`config.mk`:
```
export PLATFORM = sky130hd
export DESIGN_NAME = rbst_recip
export DESIGN_NICKNAME = d
export VERILOG_FILES = /design/src/rtl/core/rbst_pkg.sv /design/src/rtl/core/rbst_recip.sv
export SDC_FILE = /design/constraint.sdc
export NUM_CORES = 1
export LEC_CHECK = 0
export ABC_AREA = 1
export BUFFER_PORTS_ARGS = -buffer_cell sky130_fd_sc_hd__buf_2
export CORE_UTILIZATION = 40
export DETAILED_ROUTE_END_ITERATION = 8
export GPL_TIMING_DRIVEN = 0
export PLACE_DENSITY = 0.66
export SLEW_MARGIN = 20
export SYNTH_ARGS = -nofsm -noshare
export SYNTH_HDL_FRONTEND = slang
export SYNTH_SLANG_ARGS = --single-unit
export TNS_END_PERCENT = 50
```
`constraint.sdc`:
```
create_clock -name clk -period 3.47 [get_ports clk]
set_clock_uncertainty 0.05 [all_clocks]
set_input_delay 0.5205 -clock clk [delete_from_list [all_inputs] [get_ports clk]]
set_output_delay 0.5205 -clock clk [all_outputs]
set_load 0.005 [all_outputs]
```
`src/rtl/core/rbst_pkg.sv`:
```
// ----------------------------------------------------------------------------
// Ray box slab test package
// Register indexes and the control type shared by the slab test modules.
// ----------------------------------------------------------------------------
package rbst_pkg;

	// Configuration register indexes.
	localparam int unsigned REG_IDX_W = 3;
	localparam logic [REG_IDX_W-1:0] REG_ORIGIN_X  = 3'd0;
	localparam logic [REG_IDX_W-1:0] REG_ORIGIN_Y  = 3'd1;
	localparam logic [REG_IDX_W-1:0] REG_ORIGIN_Z  = 3'd2;
	localparam logic [REG_IDX_W-1:0] REG_HEADING_X = 3'd3;
	localparam logic [REG_IDX_W-1:0] REG_HEADING_Y = 3'd4;
	localparam logic [REG_IDX_W-1:0] REG_HEADING_Z = 3'd5;
	localparam logic [REG_IDX_W-1:0] REG_NEAR      = 3'd6;

	// Load enables of the per-axis pipeline stages.
	typedef struct packed {
		logic en1;
		logic en2;
		logic en3;
		logic en4;
		logic en5;
	} axis_ctl_t;

endpackage

```
`src/rtl/core/rbst_recip.sv`:
```
// ----------------------------------------------------------------------------
// Reciprocal unit
// Restoring divider that forms 2^(2*FRAC_BITS) / |heading| one quotient bit
// per cycle, then saturates it to the coordinate range.
// ----------------------------------------------------------------------------
module rbst_recip import rbst_pkg::*; #(
	parameter int COORD_WIDTH = 32,
	parameter int FRAC_BITS   = 16,
	parameter bit RESET_ONE   = 1'b0
) (
	input  logic                   clk,
	input  logic                   arst_n,
	input  logic                   start,
	input  logic [COORD_WIDTH-1:0] heading,
	output logic                   busy,
	output logic [COORD_WIDTH-1:0] inv_mag,
	output logic                   inv_neg
);

	localparam int QW  = 2 * FRAC_BITS + 1;
	localparam int MW  = ((QW > COORD_WIDTH) ? QW : COORD_WIDTH) + 1;
	localparam int CNW = $clog2(QW + 1);
	localparam logic [MW-1:0] SB_W  = MW'(1) << (COORD_WIDTH - 1);
	localparam logic [MW-1:0] ONE_W = MW'(1) << FRAC_BITS;
	localparam logic [COORD_WIDTH-1:0] MAX_MAG = COORD_WIDTH'(SB_W - MW'(1));
	localparam logic [COORD_WIDTH-1:0] ONE_MAG =
		(ONE_W >= SB_W) ? MAX_MAG : ONE_W[COORD_WIDTH-1:0];
	localparam logic [COORD_WIDTH-1:0] RST_MAG = RESET_ONE ? ONE_MAG : MAX_MAG;

	logic                   busy_q;
	logic [CNW-1:0]         count_q;
	logic [COORD_WIDTH-1:0] rem_q;
	logic [COORD_WIDTH-1:0] dmag_q;
	logic                   neg_q;
	logic [QW-1:0]          quo_q;
	logic [COORD_WIDTH-1:0] inv_mag_q;
	logic                   inv_neg_q;

	logic [COORD_WIDTH-1:0] start_mag;
	logic [COORD_WIDTH-1:0] trial;
	logic                   ge;
	logic [MW-1:0]          quo_ext;

	// Magnitude of the new divisor; the most negative value fits unsigned.
	assign start_mag = heading[COORD_WIDTH-1] ? (~heading + COORD_WIDTH'(1)) : heading;

	// One restoring step: only the top numerator bit is set.
	assign trial = {rem_q[COORD_WIDTH-2:0], (count_q == CNW'(QW))};
	assign ge    = (trial >= dmag_q);
	assign quo_ext = MW'(quo_q);

	always_ff @(posedge clk or negedge arst_n) begin
		if (!arst_n) begin
			busy_q    <= 1'b0;
			count_q   <= '0;
			inv_mag_q <= RST_MAG;
			inv_neg_q <= 1'b0;
		end else if (start) begin
			if (heading == '0) begin
				busy_q    <= 1'b0;
				inv_mag_q <= MAX_MAG;
				inv_neg_q <= 1'b0;
			end else begin
				busy_q  <= 1'b1;
				count_q <= CNW'(QW);
			end
		end else if (busy_q) begin
			if (count_q == '0) begin
				// Saturate the quotient to the signed coordinate range.
				busy_q    <= 1'b0;
				inv_neg_q <= neg_q;
				if (quo_ext >= SB_W) begin
					inv_mag_q <= neg_q ? SB_W[COORD_WIDTH-1:0] : MAX_MAG;
				end else begin
					inv_mag_q <= quo_ext[COORD_WIDTH-1:0];
				end
			end else begin
				count_q <= count_q - CNW'(1);
			end
		end
	end

	// Datapath of the divider needs no reset.
	always_ff @(posedge clk) begin
		if (start) begin
			dmag_q <= start_mag;
			neg_q  <= heading[COORD_WIDTH-1];
			rem_q  <= '0;
			quo_q  <= '0;
		end else if (busy_q && (count_q != '0)) begin
			rem_q <= ge ? (trial - dmag_q) : trial;
			quo_q <= {quo_q[QW-2:0], ge};
		end
	end

	assign busy    = busy_q;
	assign inv_mag = inv_mag_q;
	assign inv_neg = inv_neg_q;

endmodule

```
# Word-level counts from Yosys, hierarchy flattened
# Cells that the tools add are included.
# op_classes
n_addsub	3
n_mul	0
div	0
magnitude_cmp	2
eq_ne	4
n_shift	0
n_mux	20
n_bitwise	1
reduce_logical	8
# op_table
operator	count
32-bit two-way mux	6
31-bit two-way mux	2
33-bit by 32-bit >= comparator with 1-bit output, second input constant	1
32-bit by 1-bit adder with 32-bit output, second input constant	1
32-bit >= comparator	1
32-bit zero test	1
32-bit NOT	1
31-bit subtractor	1
6-bit two-way mux	4
1-bit two-way mux	8
6-bit equality test, second input constant	1
6-bit zero test	1
3-bit AND reduction	2
6-bit nonzero test	1
6-bit by 1-bit subtractor with 6-bit output, second input constant	1
2-bit inequality test, second input constant	2
2-bit nonzero test	2
2-bit by 1-bit inequality test with 1-bit output, second input constant	1
1-bit logical AND	1
# word_totals
reg_bits	137
latchBits	0
ram_bits	0
mem_bits_ro	0
out_inout_bits	34
memories	0

# Logic depth before layout (Yosys ltp)
# Gate-level depths: netlist of run 1.
# logic_depth
word_depth	5
depth_mapped	20
depth_no_buf	19

# Least setup slack after synthesis of run 1
# Ideal clock, no wire load.
# synth_path
kind	reg-to-reg
from	reg count_q[2]
to	reg rem_q[3]
arrival_time_ns	2.359
t_required_ns	3.288
setup_slack_ns	0.929
path_stages_with_launch	19
path_buffers	2
cell_sequence	dfrtp_1 > nor2_1 > nand4_1 > ha_1 > fa_1 > inv_1 > nand2_1 > nand2_1 > nand3_1 > nand2_2 > nand2_2 > nand3_2 > nand2_4 > nand2_2 > buf_6 > buf_6 > nand2_1 > nand3_1 > a21oi_1
# synth_between
elab_chain_cells	3
elab_cells_between_ends	6
cone_classes	add/sub: 1; order compare: 1; eq/ne: 1; mux: 1; reduce/logical: 2
# synth_lines
element	line	source
from (decl)	rbst_recip.sv:31	logic [CNW-1:0] count_q;
from (signal assigned)	rbst_recip.sv:65	count_q <= CNW'(QW);
from (signal assigned)	rbst_recip.sv:78	count_q <= count_q - CNW'(1);
6-bit equality test	rbst_recip.sv:48	assign trial = {rem_q[COORD_WIDTH-2:0], (count_q == CNW'(QW))};
31-bit subtractor or 32-bit >= comparator (tied branches)	rbst_recip.sv:91, rbst_recip.sv:49	
31-bit two-way mux	rbst_recip.sv:91	rem_q <= ge ? (trial - dmag_q) : trial;
to (signal assigned)	rbst_recip.sv:91	
to (decl)	rbst_recip.sv:32	logic [COORD_WIDTH-1:0] rem_q;
# Parallel ways exist; a longest one is shown, timed or not.
# A chain may end at the register's enable or synchronous reset.

# Worst setup path in the final report of run 1
# layout_path
from	reg count_q[2]
to	reg rem_q[25]
# Same word-level chain as after synthesis.

==> results of run 1 <==
-- sequential cells by signal, indices dropped and copies added, names as in the netlist --
register,count
dmag_q,32
neg_q,1
rem_q,31
busy,1
quo_q,33
count_q,6
inv_mag,32
inv_neg,1
-- worst reg2reg max path, cell delays in order, from the launching register on --
cell,delay (ps)
sky130_fd_sc_hd__dfrtp_1,410
sky130_fd_sc_hd__nor2_1,230
sky130_fd_sc_hd__nand4_1,170
sky130_fd_sc_hd__ha_1,250
sky130_fd_sc_hd__fa_1,430
sky130_fd_sc_hd__inv_1,110
sky130_fd_sc_hd__nand2_1,50
sky130_fd_sc_hd__nand2_1,70
sky130_fd_sc_hd__nand3_1,90
sky130_fd_sc_hd__nand2_2,130
sky130_fd_sc_hd__nand2_2,80
sky130_fd_sc_hd__nand3_2,90
sky130_fd_sc_hd__nand2_4,90
sky130_fd_sc_hd__nand2_2,90
sky130_fd_sc_hd__buf_2,270
sky130_fd_sc_hd__nand3_1,170
sky130_fd_sc_hd__nand2_1,110
sky130_fd_sc_hd__a21oi_1,60
-- layer usage --
layer | track usage [%] | up-vias
met5 | 0 | -
met4 | 6.250 | 0
met3 | 3.102 | 25
met2 | 33.37 | 177
met1 | 28.73 | 3663
li1 | - | 4266
-- through the flow --
step | cells | area, sq um
4_1_cts | 1688 | 10170
3_5_place_dp | 1656 | 9578
3_3_place_gp | 1656 | 9578
2_1_floorplan | 1308 | 8887
5_1_grt | 1688 | 10170
6_report | 1688 | 10170
-- synth_stat cells (all sizes together) --
| library cell | count | area share [%] |
|---|---|---|
| a21oi | 81 | 4.6 |
| a31oi | 7 | 0.63 |
| and2 | 4 | 0.28 |
| buf | 18 | 1.5 |
| clkbuf | 26 | 1.1 |
| clkinv | 1 | 0.042 |
| dfrtp | 9 | 2.5 |
| dfstp | 31 | 9.2 |
| dfxtp | 64 | 14 |
| edfxtp | 33 | 11 |
| fa | 1 | 0.23 |
| ha | 36 | 5.1 |
| inv | 219 | 9.2 |
| nand2 | 395 | 17 |
| nand3 | 69 | 4.0 |
| nand3b | 13 | 1.1 |
| nand4 | 15 | 1.1 |
| nor2 | 137 | 6.3 |
| nor3 | 8 | 0.51 |
| nor4 | 2 | 0.14 |
| o211ai | 2 | 0.17 |
| o21ai | 90 | 5.1 |
| o21bai | 1 | 0.085 |
| o31ai | 2 | 0.17 |
| or2 | 2 | 0.14 |
| or4 | 1 | 0.085 |
| xnor2 | 10 | 0.99 |
| xor2 | 31 | 3.1 |
-- path summary, 6_finish.rpt --
| check | startpoint | endpoint | slack (ps) | depth (start not counted) |
|---|---|---|---|---|
| worst max-delay path | count_q[2]$_DFFE_PN0P_ | rem_q[25]$_SDFFE_PP0P_ | 390 | 17 |
| max in group asynchronous | arst_n | inv_mag[31]$_DFFE_PN0P_ | 2670 | 1 |
| worst min-delay path | arst_n | inv_neg$_DFFE_PN0P_ | 160 | 1 |
| worst max register to register | count_q[2]$_DFFE_PN0P_ | rem_q[25]$_SDFFE_PP0P_ | 390 | 17 |
| worst min register to register | inv_mag[24]$_DFFE_PN1P_ | inv_mag[24]$_DFFE_PN1P_ | 420 | 2 |
| min in group clk | heading[0] | dmag_q[0]$_DFFE_PP_ | 220 | 1 |
-- power by group through the flow --
| stage | Clock [mW] | Combinational, mW | Sequential, mW |
|---|---|---|---|
| finish | 1.83 | 1.47 | 2.15 |
| global route | 1.93 | 1.69 | 2.19 |
| CTS | 1.85 | 1.47 | 2.15 |
| detailed placement | 0 | 1.47 | 2.18 |
| global placement | 0 | 1.44 | 2.17 |
| floorplan | 0 | 1.01 | 2.16 |
-- layout make-up --
class	instances	share of cell area (%)
flip-flops and latches	137	32.55
inverters	220	8.116
clock inverters	15	1.685
well taps	280	3.443
clock buffers	17	4.181
repair buffers	68	3.345
multi-input cells	907	44.40
plain buffers	44	2.275
-- logic make-up (layout without fill, tap and decap cells) --
| kind of cell | count (synthesis) | count (layout) | share of synthesized area (%) |
|---|---|---|---|
| simple gates | 646 | 646 | 30.69 |
| buf+inv | 264 | 364 | 11.90 |
| compound gates | 183 | 183 | 10.81 |
| flops | 137 | 137 | 37.27 |
| xor+xnor | 41 | 41 | 4.040 |
| fa+ha+maj | 37 | 37 | 5.294 |
==> summary.json, run 1 <==
{
  "run_status": "completed",
  "rows": 54,
  "cts_htree_levels": 4,
  "intPower_mw": 3.490,
  "antenna_cells": 0,
  "grt_usage_pct": 20.79,
  "ys.warnings.count": 0,
  "critPathRequiredTime_ps": 3720,
  "remaining_drcs": 0,
  "first_global_vias": 7419,
  "synth.yosys.seq_area_share_pct": 37.27,
  "clock_tree_root_buffer_cell": "sky130_fd_sc_hd__clkbuf_16",
  "crit_chain": "nor2_1 > nand4_1 > ha_1 > fa_1 > inv_1 > nand2_1 > nand2_1 > nand3_1 > nand2_2 > nand2_2 > nand3_2 > nand2_4 > nand2_2 > buf_2 > nand3_1 > nand2_1 > a21oi_1",
  "wl_per_cell_microns": 13.23,
  "critPathMaxStageDelay_ps": 430,
  "fraction_of_final_layout_cells_sized_beyond_drive_strength_1_pct": 12.64,
  "net-switching-power_mw": 1.963,
  "met2_wirelength_microns": 10090,
  "dr.pass1.iters": 6,
  "wl_met3_microns": 1112,
  "areaGrowthSynthToFinish_pct": 14.49,
  "power.share.switching_pct": 36.00,
  "p_clk_share_pct": 33.5,
  "achievable-frequency_ghz": 0.3246,
  "avgSynthCellArea_sq_um": 6.795,
  "synth.ff_latch_count": 137,
  "sequential_cell_area_in_the_final_layout_sq_um": 3312,
  "wl_met1_microns": 10790,
  "global_route.overflow_total": 0,
  "fin_total_pwr_mw": 5.453,
  "tritoncts": "built",
  "timing.final.ws_setup_ps": 389.4,
  "largest_net_degree_at_the_start_of_global_routing": 41,
  "endpoint_kind": "register",
  "timing_worst_slew_pin_value_ps": 877.3,
  "die_width_microns": 151.1,
  "final.fill_count": 2232,
  "timing.final.setup_violations": 0,
  "post_cts_repair_setup_buffers": 0,
  "boundaryPins": 69,
  "leakage_nw": 5.224,
  "layout_worst_path_cycle_share_pct": 88.78,
  "cts_buffers": 17,
  "critical_path_arrival_ps": 3330,
  "cts.clk_slew.worst_paths_ps": 70,
  "multi_input_combinational_cell_area_sq_um": 4518,
  "maxSlewHeadroom_pct": 41.52,
  "cts_sinks": 137,
  "syn_area_sq_um": 8887,
  "antenna_found_initial": 0,
  "cp_num_buf_inv": 2,
  "place.port_buffers": 68,
  "topRoutingLayerUsed": "met4",
  "critPathMaxFanout": 10,
  "number_of_library_cell_types_mapped_by_synthesis": 43,
  "rsz0062_at_grt": "false",
  "utilization_pct": 46.62,
  "syn_inst": 1308,
  "die_outline_area_sq_um": 22820,
  "setup_tns_ps": 0,
  "period_needed_ps": 3081,
  "power.share.combinational_pct": 27.0,
  "postRouteWirelength_microns": 22320,
  "category_of_cells_accounting_for_the_largest_share_of_critical_path_delay": "simple AND/OR/NAND/NOR gates",
  "mostFrequentLayoutCells": "sky130_fd_sc_hd__nand2_1, sky130_fd_sc_hd__inv_1, sky130_fd_sc_hd__nor2_1",
  "crit_type": "register to register",
  "ctsLongestPathBuffers": 2,
  "cts_repair_resize_count": 0,
  "pwr_density_cell_nw_per_um2": 535.9,
  "routability_congestion": 0.8799,
  "detailedPlace.worstSlack_ps": 425.7,
  "fin_nets": 1467,
  "share_seq_of_total_power_pct": 39.4,
  "count_of_antenna_violating_nets_left_after_detailed_routing": 0,
  "cts_hold_buffers": 0,
  "hpwl_after_detailed_placement_microns": 17890,
  "hold_viol": 0,
  "wire_length_of_the_first_global_routing_pass_microns": 36700,
  "hold_path.class": "input port to asynchronous set/reset pin",
  "worst_skew_pair.late_latency_ps": 440,
  "drt_iter0_drc": 468,
  "final-max-slew-violation-count": 0,
  "drv.max_cap_violation_count": 0,
  "worst_setup_path_start_kind": "register",
  "viasPerCell": 4.817,
  "core_area_sq_um": 21820,
  "die_y_microns": 151.1,
  "num_vias": 8131,
  "hold_ws_ps": 157.0,
  "ir_worst_vdd_uv": 270.7,
  "synth_fp_nets": 1380,
  "critical_path.slowest_cell": "sky130_fd_sc_hd__fa_1",
  "mostFrequentLayoutCell": "sky130_fd_sc_hd__nand2_1",
  "floorplan.initialDensity_pct": 40.72
}
No activity file was read; power rests on OpenSTA's default activity.
==> run 2: changes to the inputs <==
--- a/config.mk
+++ b/config.mk
@@ -7,10 +7,13 @@
 export LEC_CHECK = 0
 export ABC_AREA = 1
 export BUFFER_PORTS_ARGS = -buffer_cell sky130_fd_sc_hd__buf_2
+export CELL_PAD_IN_SITES_DETAIL_PLACEMENT = 1
+export CELL_PAD_IN_SITES_GLOBAL_PLACEMENT = 1
 export CORE_UTILIZATION = 40
 export DETAILED_ROUTE_END_ITERATION = 8
 export GPL_TIMING_DRIVEN = 0
-export PLACE_DENSITY = 0.66
+export MAX_ROUTING_LAYER = met4
+export PLACE_DENSITY = 0.84
 export SLEW_MARGIN = 20
 export SYNTH_ARGS = -nofsm -noshare
 export SYNTH_HDL_FRONTEND = slang
==> summary.json, run 2 (synthesized netlist as in run 1, its figures left out) <==
{
  "grt.met2_usage": {"value": 47.55, "unit": "%", "change": "was 33.37%"},
  "critPathMaxStageDelay": {"value": 430, "unit": "ps", "change": "about the same"},
  "count_of_antenna_violating_nets_left_after_detailed_routing": {"value": 0, "change": "unchanged"},
  "die_y": {"value": 151.1, "unit": "microns", "change": "unchanged"},
  "hpwl_after_detailed_placement": {"value": 22850, "unit": "microns", "change": "was 17890 microns"},
  "remaining_drcs": {"value": 0, "change": "unchanged"},
  "p_clk_share": {"value": 32.3, "unit": "%", "change": "was 33.5%"},
  "postRouteWirelength": {"value": 29870, "unit": "microns", "change": "was 22320 microns"},
  "clock_tree_root_buffer_cell": {"value": "sky130_fd_sc_hd__clkbuf_16", "change": "unchanged"},
  "pwr_density_cell": {"value": 549.3, "unit": "nW/um^2", "change": "was 535.9 nW/um^2"},
  "intPower": {"value": 3.549, "unit": "mW", "change": "was 3.490 mW"},
  "drv.max_cap_violation_count": {"value": 0, "change": "unchanged"},
  "global_route.usage.met1": {"value": 33.75, "unit": "%", "change": "was 28.73%"},
  "maxSlewHeadroom": {"value": 38.26, "unit": "%", "change": "was 41.52%"},
  "power.share.combinational": {"value": 29.0, "unit": "%", "change": "was 27.0%"},
  "multi_input_combinational_cell_area": {"value": 4521, "unit": "sq um", "change": "was 4518 sq um"},
  "cts.clk_slew.worst_paths": {"value": 70, "unit": "ps", "change": "about the same"},
  "share_seq_of_total_power": {"value": 38.6, "unit": "%", "change": "was 39.4%"},
  "final-max-slew-violation-count": {"value": 0, "change": "unchanged"},
  "category_of_cells_accounting_for_the_largest_share_of_critical_path_delay": {"value": "simple AND/OR/NAND/NOR gates", "change": "unchanged"},
  "areaGrowthSynthToFinish": {"value": 14.36, "unit": "%", "change": "was 14.49%"},
  "ctsLongestPathBuffers": {"value": 2, "change": "unchanged"},
  "fraction_of_final_layout_cells_sized_beyond_drive_strength_1": {"value": 12.64, "unit": "%", "change": "unchanged"},
  "setup.reg_to_reg.worst_slack": {"value": 220, "unit": "ps", "change": "was 390 ps"},
  "final.fill_count": {"value": 2895, "change": "was 2232"},
  "endpoint_kind": {"value": "register", "change": "unchanged"},
  "period_needed": {"value": 3246, "unit": "ps", "change": "was 3081 ps"},
  "leakage": {"value": 5.230, "unit": "nW", "change": "was 5.224 nW"},
  "timing.final.setup_violations": {"value": 0, "change": "unchanged"},
  "rows": {"value": 54, "change": "unchanged"},
  "hold_ws": {"value": 175.0, "unit": "ps", "change": "was 157.0 ps"},
  "critical_path_arrival": {"value": 3530, "unit": "ps", "change": "was 3330 ps"},
  "gr_peak_layer": {"value": "met2", "change": "unchanged"},
  "routability_congestion": {"value": 0.9054, "change": "was 0.8799"},
  "cts_htree_levels": {"value": 4, "change": "unchanged"},
  "num_vias": {"value": 8843, "change": "was 8131"},
  "globalRouteMet3Util": {"value": 4.488, "unit": "%", "change": "was 3.102%"},
  "crit_chain": {"value": "inv_1 > ha_1 > nand4_1 > ha_1 > fa_1 > inv_1 > nand2_1 > nand2_1 > nand3_1 > nand2_2 > nand2_2 > nand3_2 > nand2_4 > nand2_2 > buf_6 > nand2_2 > nand2_1 > nand2_1 > a21oi_1", "change": "was nor2_1 > nand4_1 > ha_1 > fa_1 > inv_1 > nand2_1 > nand2_1 > nand3_1 > nand2_2 > nand2_2 > nand3_2 > nand2_4 > nand2_2 > buf_2 > nand3_1 > nand2_1 > a21oi_1"},
  "core_area": {"value": 21820, "unit": "sq um", "change": "unchanged"},
  "wire_length_of_the_first_global_routing_pass": {"value": 47510, "unit": "microns", "change": "was 36700 microns"},
  "die_width": {"value": 151.1, "unit": "microns", "change": "unchanged"},
  "largest_register_ffs": {"value": 33, "change": "unchanged"},
  "net-switching-power": {"value": 2.034, "unit": "mW", "change": "was 1.963 mW"},
  "mostFrequentLayoutCells": {"value": "sky130_fd_sc_hd__nand2_1, sky130_fd_sc_hd__inv_1, sky130_fd_sc_hd__nor2_1", "change": "unchanged"},
  "layout_worst_path_cycle_share": {"value": 93.56, "unit": "%", "change": "was 88.78%"},
  "mostFrequentLayoutCell": {"value": "sky130_fd_sc_hd__nand2_1", "change": "unchanged"},
  "critPathMaxFanout": {"value": 10, "change": "unchanged"},
  "ir_worst_vdd": {"value": 339.4, "unit": "uV", "change": "was 270.7 uV"},
  "tritoncts": {"value": "built", "change": "unchanged"},
  "grt_usage": {"value": 28.24, "unit": "%", "change": "was 20.79%"},
  "setup_tns": {"value": 0, "unit": "ps", "change": "unchanged"},
  "crit_type": {"value": "register to register", "change": "unchanged"},
  "run_status": {"value": "completed", "change": "unchanged"},
  "viasPerCell": {"value": 5.236, "change": "was 4.817"},
  "critPathRequiredTime": {"value": 3760, "unit": "ps", "change": "was 3720 ps"},
  "critical_path.slowest_cell": {"value": "sky130_fd_sc_hd__fa_1", "change": "unchanged"},
  "place.port_buffers": {"value": 68, "change": "unchanged"},
  "rsz0062_at_grt": {"value": "false", "change": "unchanged"},
  "largest_net_degree_at_the_start_of_global_routing": {"value": 41, "change": "unchanged"},
  "antenna_found_initial": {"value": 0, "change": "unchanged"},
  "dr.pass1.iters": {"value": 5, "change": "was 6"},
  "global_route.overflow_total": {"value": 0, "change": "unchanged"},
  "cts_buffers": {"value": 17, "change": "unchanged"},
  "power.share.switching": {"value": 36.43, "unit": "%", "change": "was 36.00%"},
  "timing_worst_slew_pin_value": {"value": 926.1, "unit": "ps", "change": "was 877.3 ps"},
  "worst_skew_pair.late_latency": {"value": 430, "unit": "ps", "change": "was 440 ps"},
  "worst_setup_path_start_kind": {"value": "register", "change": "unchanged"},
  "cts_sinks": {"value": 137, "change": "unchanged"},
  "wl_per_cell": {"value": 17.68, "unit": "microns", "change": "was 13.23 microns"},
  "achievable-frequency": {"value": 0.3080, "unit": "GHz", "change": "was 0.3246 GHz"},
  "die_outline_area": {"value": 22820, "unit": "sq um", "change": "unchanged"},
  "hold_path.class": {"value": "input port to asynchronous set/reset pin", "change": "unchanged"},
  "floorplan.initialDensity": {"value": 40.72, "unit": "%", "change": "unchanged"},
  "drt_iter0_drc": {"value": 434, "change": "was 468"},
  "regMostFlops": {"value": "quo_q", "change": "unchanged"},
  "hold_viol": {"value": 0, "change": "unchanged"},
  "boundaryPins": {"value": 69, "change": "unchanged"},
  "sequential_cell_area_in_the_final_layout": {"value": 3312, "unit": "sq um", "change": "unchanged"},
  "cp_num_buf_inv": {"value": 3, "change": "was 2"},
  "first_global_vias": {"value": 9100, "change": "was 7419"},
  "fin_nets": {"value": 1467, "change": "unchanged"}
}
==> run 2: changes by cell type in the layout (fill, tap and decap cells not counted) <==
| cell | change |
|---|---|
| sky130_fd_sc_hd__nor2_1 | -1 |
| sky130_fd_sc_hd__clkbuf_4 | +1 |
| sky130_fd_sc_hd__inv_6 | +1 |
| sky130_fd_sc_hd__inv_8 | -3 |
| sky130_fd_sc_hd__clkinvlp_4 | -2 |
| sky130_fd_sc_hd__clkbuf_16 | +2 |
| sky130_fd_sc_hd__buf_2 | -1 |
| sky130_fd_sc_hd__nor2_2 | +1 |
| sky130_fd_sc_hd__clkinv_4 | +1 |
| sky130_fd_sc_hd__clkbuf_1 | +1 |
| sky130_fd_sc_hd__clkinv_8 | -4 |
| sky130_fd_sc_hd__clkinv_2 | +1 |
| sky130_fd_sc_hd__diode_2 | +1 |
| sky130_fd_sc_hd__inv_4 | +3 |
==> run 2: final timing paths <==
kind	from	endpoint	cells after the start
min in group clk	heading[0]	dmag_q[0]$_DFFE_PP_	1
worst min-delay path	arst_n	inv_neg$_DFFE_PN0P_	1
worst min register to register	inv_mag[27]$_DFFE_PN1P_	inv_mag[27]$_DFFE_PN1P_	2
worst max register to register	count_q[1]$_DFFE_PN0P_	rem_q[17]$_SDFFE_PP0P_	19
max in group asynchronous	arst_n	count_q[5]$_DFFE_PN0P_	1
worst max-delay path	count_q[1]$_DFFE_PN0P_	rem_q[17]$_SDFFE_PP0P_	19
==> run 2: repair_timing <==
action / in CTS / in global routing
setup buffers: 0 / 0
hold buffers: 0 / 0
endpoints found under the hold margin: 0 / 0
gates resized for setup: 0 / 2
endpoints found under the setup margin: 0 / 11
==> run 2: stage by stage <==
stage	power, mW	cells	util, %	worst slack, ps	cell area, sq um
CTS	5.580	1688	46.54	181.1	10160
global route	5.885	1688	46.56	11.51	10160
floorplan	3.164	1308	-	929.0	8887
finish	5.583	1689	46.57	223.6	10160
global placement	3.671	1656	43.89	300.6	9578
detailed placement	3.760	1656	43.89	272.4	9578
==> run 2: routing by layer <==
| layer | part of all wire (%) | wire, microns | vias to the layer above |
|---|---|---|---|
| li1 | - | - | 4263 |
| met1 | 43 | 12800 | 4290 |
| met2 | 49 | 14630 | 233 |
| met3 | 5.1 | 1530 | 57 |
| met4 | 3.0 | 904 | 0 |
| met5 | 0 | 0 | - |
==> run 2: layout make-up <==
type	instances	area share (%)
diodes	1	0.02462
plain buffers	44	2.302
clock buffers	20	4.715
clock inverters	12	0.9725
inverters	220	8.125
multi-input cells	907	44.48
flip-flops and latches	137	32.59
well taps	280	3.447
repair buffers	68	3.349
==> run 2: power groups by stage <==
stage	Clock (mW)	Combinational, mW	Sequential [mW]
after floorplan	0	1.01	2.16
after global placement	0	1.51	2.16
after detailed placement	0	1.58	2.18
after CTS	1.81	1.61	2.16
after global routing	1.88	1.82	2.19
final	1.80	1.62	2.16
